<file path="src/rtl/spqd_pkg.sv">
// shared types and constants for the stable priority queue with duplicate refusal
// no dependencies; imported by spqd_ram users and the top level
`timescale 1ns / 1ps

package spqd_pkg;

    localparam int KEY_W = 34;
    localparam int LVL_W = 3;
    localparam int ST_W  = 3;

    // tdata carries key then level, padded to whole bytes
    localparam int S_TDATA_W = 40;
    localparam int M_TDATA_W = 40;

    // result status codes
    localparam logic [ST_W-1:0] ST_INSERTED  = 3'd0;
    localparam logic [ST_W-1:0] ST_DUPLICATE = 3'd1;
    localparam logic [ST_W-1:0] ST_FULL      = 3'd2;
    localparam logic [ST_W-1:0] ST_SERVED    = 3'd3;
    localparam logic [ST_W-1:0] ST_EMPTY     = 3'd4;

    localparam logic [LVL_W-1:0] LVL_MIN = 3'd1;
    localparam logic [LVL_W-1:0] LVL_MAX = 3'd4;

    typedef struct packed {
        logic [LVL_W-1:0] level;
        logic [KEY_W-1:0] entry_key;
    } entry_t;

endpackage

</file>
<file path="src/rtl/stable_priority_queue_dedup_core.sv">
// top level of the stable priority queue with duplicate refusal
// depends on spqd_pkg and spqd_ram
// insert scans every waiting entry before it writes; serve scans them, then shifts the entries behind the served one
// throughput: one item at a time; the scan over the entry ram (one read a cycle) sets the rate
// a finished result sits in the output register while the next item is accepted
// reset clears occupancy and control state; the entry ram is not cleared and needs no pass
`timescale 1ns / 1ps

module stable_priority_queue_dedup_core #(
    parameter int QUEUE_DEPTH = 64
) (
    input  logic                            aclk,
    input  logic                            aresetn,
    input  logic                            s_tvalid,
    output logic                            s_tready,
    input  logic [spqd_pkg::S_TDATA_W-1:0]  s_tdata,  // entry_key[33:0], level[36:34]
    input  logic                            s_tuser,  // action[0]
    output logic                            m_tvalid,
    input  logic                            m_tready,
    output logic [spqd_pkg::M_TDATA_W-1:0]  m_tdata,  // served_key[33:0], served_level[36:34]
    output logic [spqd_pkg::ST_W-1:0]       m_tuser   // status[2:0]
);

    import spqd_pkg::*;

    localparam int AW = $clog2(QUEUE_DEPTH);
    localparam int CW = $clog2(QUEUE_DEPTH + 1);

    localparam logic [1:0] S_IDLE  = 2'd0;
    localparam logic [1:0] S_SCAN  = 2'd1;
    localparam logic [1:0] S_SHIFT = 2'd2;
    localparam logic [1:0] S_DONE  = 2'd3;

    logic [1:0]       state_reg, state_next;
    logic [CW-1:0]    occ_reg, occ_next;
    logic [CW-1:0]    rd_idx_reg, rd_idx_next;
    logic [AW-1:0]    cmp_idx_reg, cmp_idx_next;
    logic             pend_reg, pend_next;
    logic             action_reg, action_next;
    logic [KEY_W-1:0] key_reg, key_next;
    logic [LVL_W-1:0] lvl_reg, lvl_next;
    logic             dup_reg, dup_next;
    logic [AW-1:0]    pick_reg, pick_next;
    logic [KEY_W-1:0] best_key_reg, best_key_next;
    logic [LVL_W-1:0] best_lvl_reg, best_lvl_next;
    logic [ST_W-1:0]  status_reg, status_next;

    logic             m_valid_reg, m_valid_next;
    logic [KEY_W-1:0] m_key_reg, m_key_next;
    logic [LVL_W-1:0] m_lvl_reg, m_lvl_next;
    logic [ST_W-1:0]  m_st_reg, m_st_next;

    logic             ram_we;
    logic [AW-1:0]    ram_waddr;
    entry_t           ram_wdata;
    entry_t           ram_rdata;
    logic [AW-1:0]    ram_raddr;

    logic [LVL_W-1:0] in_lvl;
    logic             s_fire;
    logic             more;

    spqd_ram #(
        .WIDTH ($bits(entry_t)),
        .DEPTH (QUEUE_DEPTH)
    ) u_entries (
        .aclk  (aclk),
        .we    (ram_we),
        .waddr (ram_waddr),
        .wdata (ram_wdata),
        .raddr (ram_raddr),
        .rdata (ram_rdata)
    );

    assign s_tready = (state_reg == S_IDLE);
    assign s_fire   = s_tvalid && s_tready;
    assign more     = (rd_idx_reg < occ_reg);
    assign ram_raddr = rd_idx_reg[AW-1:0];

    // out-of-range levels are clamped into 1..4
    always_comb begin
        in_lvl = s_tdata[KEY_W +: LVL_W];
        if (in_lvl < LVL_MIN) begin
            in_lvl = LVL_MIN;
        end else if (in_lvl > LVL_MAX) begin
            in_lvl = LVL_MAX;
        end
    end

    always_comb begin
        state_next    = state_reg;
        occ_next      = occ_reg;
        rd_idx_next   = rd_idx_reg;
        cmp_idx_next  = cmp_idx_reg;
        pend_next     = 1'b0;
        action_next   = action_reg;
        key_next      = key_reg;
        lvl_next      = lvl_reg;
        dup_next      = dup_reg;
        pick_next     = pick_reg;
        best_key_next = best_key_reg;
        best_lvl_next = best_lvl_reg;
        status_next   = status_reg;
        m_valid_next  = m_valid_reg && !m_tready;
        m_key_next    = m_key_reg;
        m_lvl_next    = m_lvl_reg;
        m_st_next     = m_st_reg;
        ram_we        = 1'b0;
        ram_waddr     = '0;
        ram_wdata     = '{level: lvl_reg, entry_key: key_reg};

        unique case (state_reg)
            S_IDLE: begin
                if (s_fire) begin
                    action_next   = s_tuser;
                    key_next      = s_tdata[KEY_W-1:0];
                    lvl_next      = in_lvl;
                    dup_next      = 1'b0;
                    pick_next     = '0;
                    best_key_next = '0;
                    best_lvl_next = '0;
                    rd_idx_next   = '0;
                    state_next    = S_SCAN;
                end
            end
            S_SCAN: begin
                // one read issued per cycle, compared when its data returns
                if (more) begin
                    rd_idx_next  = rd_idx_reg + CW'(1);
                    cmp_idx_next = rd_idx_reg[AW-1:0];
                    pend_next    = 1'b1;
                end
                if (pend_reg) begin
                    if (ram_rdata.entry_key == key_reg) begin
                        dup_next = 1'b1;
                    end
                    if (ram_rdata.level > best_lvl_reg) begin
                        best_lvl_next = ram_rdata.level;
                        best_key_next = ram_rdata.entry_key;
                        pick_next     = cmp_idx_reg;
                    end
                end
                if (!more && !pend_reg) begin
                    if (!action_reg) begin
                        if (dup_reg) begin
                            status_next = ST_DUPLICATE;
                        end else if (occ_reg == CW'(QUEUE_DEPTH)) begin
                            status_next = ST_FULL;
                        end else begin
                            status_next = ST_INSERTED;
                            ram_we      = 1'b1;
                            ram_waddr   = occ_reg[AW-1:0];
                            occ_next    = occ_reg + CW'(1);
                        end
                        state_next = S_DONE;
                    end else if (occ_reg == '0) begin
                        status_next = ST_EMPTY;
                        state_next  = S_DONE;
                    end else begin
                        status_next = ST_SERVED;
                        rd_idx_next = CW'(pick_reg) + CW'(1);
                        state_next  = S_SHIFT;
                    end
                end
            end
            S_SHIFT: begin
                // close the gap: entry j moves to j-1
                if (more) begin
                    rd_idx_next  = rd_idx_reg + CW'(1);
                    cmp_idx_next = rd_idx_reg[AW-1:0];
                    pend_next    = 1'b1;
                end
                if (pend_reg) begin
                    ram_we    = 1'b1;
                    ram_waddr = cmp_idx_reg - AW'(1);
                    ram_wdata = ram_rdata;
                end
                if (!more && !pend_reg) begin
                    occ_next   = occ_reg - CW'(1);
                    state_next = S_DONE;
                end
            end
            S_DONE: begin
                if (!m_valid_reg || m_tready) begin
                    m_valid_next = 1'b1;
                    m_st_next    = status_reg;
                    // key and level only go out with a served entry
                    if (status_reg == ST_SERVED) begin
                        m_key_next = best_key_reg;
                        m_lvl_next = best_lvl_reg;
                    end else begin
                        m_key_next = '0;
                        m_lvl_next = '0;
                    end
                    state_next   = S_IDLE;
                end
            end
            default: begin
                state_next = S_IDLE;
            end
        endcase
    end

    always_ff @(posedge aclk) begin
        if (!aresetn) begin
            state_reg   <= S_IDLE;
            occ_reg     <= '0;
            pend_reg    <= 1'b0;
            m_valid_reg <= 1'b0;
        end else begin
            state_reg   <= state_next;
            occ_reg     <= occ_next;
            pend_reg    <= pend_next;
            m_valid_reg <= m_valid_next;
        end
    end

    always_ff @(posedge aclk) begin
        rd_idx_reg   <= rd_idx_next;
        cmp_idx_reg  <= cmp_idx_next;
        action_reg   <= action_next;
        key_reg      <= key_next;
        lvl_reg      <= lvl_next;
        dup_reg      <= dup_next;
        pick_reg     <= pick_next;
        best_key_reg <= best_key_next;
        best_lvl_reg <= best_lvl_next;
        status_reg   <= status_next;
        m_key_reg    <= m_key_next;
        m_lvl_reg    <= m_lvl_next;
        m_st_reg     <= m_st_next;
    end

    assign m_tvalid = m_valid_reg;
    assign m_tuser  = m_st_reg;
    assign m_tdata  = {{(M_TDATA_W - KEY_W - LVL_W){1'b0}}, m_lvl_reg, m_key_reg};

endmodule

</file>
<file path="src/rtl/spqd_ram.sv">
// generic simple dual-port ram: one write port, one read port with registered data
// no dependencies
`timescale 1ns / 1ps

module spqd_ram #(
    parameter int WIDTH = 8,
    parameter int DEPTH = 16
) (
    input  logic                     aclk,
    input  logic                     we,
    input  logic [$clog2(DEPTH)-1:0] waddr,
    input  logic [WIDTH-1:0]         wdata,
    input  logic [$clog2(DEPTH)-1:0] raddr,
    output logic [WIDTH-1:0]         rdata
);

    logic [WIDTH-1:0] mem [DEPTH];

    always_ff @(posedge aclk) begin
        if (we) begin
            mem[waddr] <= wdata;
        end
        rdata <= mem[raddr];
    end

endmodule
</file>
<file path="config.mk">
export PLATFORM = sky130hd
export DESIGN_NAME = stable_priority_queue_dedup_core
export DESIGN_NICKNAME = d
export VERILOG_FILES = /design/src/rtl/spqd_pkg.sv /design/src/rtl/stable_priority_queue_dedup_core.sv /design/src/rtl/spqd_ram.sv
export SDC_FILE = /design/constraint.sdc
export NUM_CORES = 2
export LEC_CHECK = 0
export BUFFER_PORTS_ARGS = -buffer_cell sky130_fd_sc_hd__buf_2
export CORE_ASPECT_RATIO = 2
export CORE_MARGIN = 1.5
export CORE_UTILIZATION = 30
export CTS_BUF_LIST = sky130_fd_sc_hd__clkbuf_16
export DETAILED_ROUTE_END_ITERATION = 16
export PLACE_DENSITY = 0.47
export SETUP_SLACK_MARGIN = 0.15
export SLEW_MARGIN = 30
export SYNTH_ARGS = -nofsm -noshare
export SYNTH_HDL_FRONTEND = slang
export SYNTH_HIERARCHICAL = 1
export SYNTH_SLANG_ARGS = --single-unit
</file>
<file path="constraint.sdc">
create_clock -name aclk -period 6.15 [get_ports aclk]
set_input_delay 0.615 -clock aclk [delete_from_list [all_inputs] [get_ports aclk]]
set_output_delay 0.615 -clock aclk [all_outputs]
set_load 0.03 [all_outputs]
</file>
==> flow_metrics.tcl <==
set metrics [dict create \
    power.density_nw_per_um2 427 \
    h-tree-depth 4 \
    synth_edf_count 2506 \
    ys_warn_count 6 \
    cp_max_fo 18 \
    arrival_ps 5660 \
    wl_um 298000 \
    grt_pass1_vias 50000 \
    antenna_found_initial 14 \
    die_h_um 812 \
    yosys-top-cells-count "2506 x edfxtp_1, 522 x mux4_2, 161 x mux2i_1" \
    placementRows 296 \
    grt_overflow_total 0 \
    p_leak_uw 0.0342 \
    cts_tree "yes" \
    setup-tns-final_ps 0 \
    ys_top_cells_by_area "edfxtp_1 77%, mux4_2 12%, mux2i_1 1.6%" \
    setup_viol 0 \
    cts-root-buf "clkbuf_16" \
    regMostFlops "u_entries/mem" \
    crit_required_ps 6690 \
    ant_nets 0 \
    wl_per_cell_um 31.7 \
    max-cap-violations 0 \
    biggestRegsByFlops "u_entries/mem: 2368 flops, u_entries/rdata: 37 flops" \
    syn_area_um2 98100 \
    yosysMostFrequentCell "edfxtp_1" \
    cp-end-kind "flip-flop" \
    via_per_inst 5.04 \
    status "finished, final reports clean" \
    grt_pass1_wl_um 410000 \
    path_clk_slew_ps 70 \
    design.core.area_um2 325000 \
    fmax_ghz 0.195 \
    track_usage_pct 17.8 \
    top_usage_layer "met2" \
    nNetsFinal 4942 \
    portBuffers 83 \
    use_met3_pct 1.61 \
    gr-usage-met1_pct 18.8 \
    drt_iter0_drc 4155 \
    min_period_over_period_pct 83.3 \
    syn_area_per_cell_um2 21.5 \
    hp-class "in2reg" \
    rsz0062_at_grt "no" \
    ir_drop_v 0.000295 \
    syn_inst 4573 \
    gp_congestion 0.828 \
    cts_num_sinks 2554 \
    finalPower_uw 48200 \
    worst_pin_slew_ps 1080 \
    slew_viol_final 0 \
    clk_latency_ps 910 \
    syn_to_final_growth_pct 14.8 \
    grt_max_degree 94 \
    synth.yosys.seq_area_share_pct 77.7 \
    initial_core_util_pct 30.2 \
    clockBufferDepth 4 \
    fin_crit_ps 5120 \
    final_hold_viol_count 0 \
    yosys.area.top_type_share_pct 76.7 \
    whs_ps 228 \
    critPathKind "reg2reg" \
    drt-pass1-iter-count 7 \
    drc 0 \
    io_pins 90 \
    dp_hpwl_um 182000 \
    die_area_um2 331000 \
    async_flop_share_pct 0 \
    synth-main-ff-cell "edfxtp_1" \
    drive_above_1_share_pct 26.0 \
    synth_top_area_cell "edfxtp_1" \
    fin_worst_skew_ps 60.3 \
    maxSlewHeadroom_pct 27.9 \
    startpoint_type "flip-flop" \
    met2_usage_pct 34.1 \
    die_x_um 407 \
    largest_reg_flops 2368 \
    cts_buffers 218 \
    ys_types 63 \
    vias 47300 \
    synth-seq-cells 2554 \
]
## metal layers
layer | up-vias | part of all wire, %
met2 | 1200 | 55
li1 | 19700 | -
met4 | 4 | 6.8
met3 | 457 | 3.4
met1 | 25900 | 34
met5 | - | 0.0091
## final cells by class
| cell class | count | area (um^2) |
|---|---|---|
| Sequential cell | 2554 | 76200 |
| Fill cell | 30400 | 213000 |
| Inverter | 20 | 75.1 |
| Multi-Input combinational cell | 1742 | 21200 |
| Tap cell | 4321 | 5410 |
| Clock buffer | 223 | 5580 |
| Timing Repair Buffer | 338 | 2840 |
| Antenna cell | 12 | 30.0 |
| Clock inverter | 166 | 1340 |
## power by group
group	internal [uW]	total [uW]	leakage [uW]	switching, uW
clock network	7510	13800	0.00356	6340
logic	4820	13300	0.00765	8520
registers	20500	21000	0.0230	504
## path summary, 6_finish.rpt
| kind | slack (ps) | endpoint | start | cells after the start |
|---|---|---|---|---|
| hold reg to reg | 520 | m_key_reg[32] | best_key_reg[32] | 1 |
| setup / recovery | 1030 | u_entries/mem[34][22] | occ_reg[4] | 14 |
| setup reg to reg | 1030 | u_entries/mem[34][22] | occ_reg[4] | 14 |
| hold / removal | 230 | lvl_reg[0] | s_tdata[34] | 3 |
## cells by family after synthesis
group	synth area share (%)
flops	77.7
compound gates	2.72
xor+xnor	0.464
mux	14.6
fa+ha+maj	0.301
buf+inv	1.40
simple gates	2.84
other cells	0.00382
## cells in the final DEF, fill, tap and decap left out, types with 18 or more instances in the layout
master	netlist	final
buf_4	33	184
o211a_1	21	21
mux2_2	84	83
dfxtp_1	48	48
nand4_1	70	70
a21oi_1	30	29
inv_1	20	62
bufinv_16	0	23
o22ai_1	74	74
clkinv_1	0	51
buf_2	58	83
ha_1	22	21
and2_1	88	86
a221o_1	25	25
nor2_4	0	58
nand2_1	97	95
clkinv_2	0	36
a31oi_1	18	18
dlygate4sd3_1	0	39
a22oi_1	62	62
o221ai_1	72	72
edfxtp_1	2506	2506
nor2b_1	26	19
mux4_2	522	522
buf_12	1	30
mux2i_1	161	161
xor2_1	25	25
xnor2_1	27	27
nor2_1	114	52
clkbuf_16	0	223
nand3_1	74	74
## through the flow
| stage | utilization [%] | worst slack (ps) | instances | cell area, um^2 |
|---|---|---|---|---|
| 5_1_grt | 34.6 | 878 | 9367 | 113000 |
| 4_1_cts | 34.6 | 1150 | 9362 | 113000 |
| 3_3_place_gp | 32.4 | 1070 | 8933 | 105000 |
| 2_1_floorplan | - | 388 | 4575 | 98100 |
| 3_5_place_dp | 32.4 | 1190 | 8934 | 105000 |
| 6_report | 34.6 | 1030 | 9376 | 113000 |
## worst max-delay path: stages (launching register included)
cell,delay [ps]
dfxtp_1,480
inv_1,90
ha_1,310
a211oi_1,510
nor2_1,180
a211oi_2,190
buf_4,250
nor2_2,100
and3_4,210
o2bb2ai_1,130
buf_4,220
nor2b_1,260
nand2_1,620
nor2_4,820
buf_4,360
## what timing repair did
item                      in CTS  in global routing
hold buffers                  39                  0
buffers inserted               0                  0
hold endpoints to repair      42                  0
resized for setup              0                  0
(Power assumes the default switching activity.)
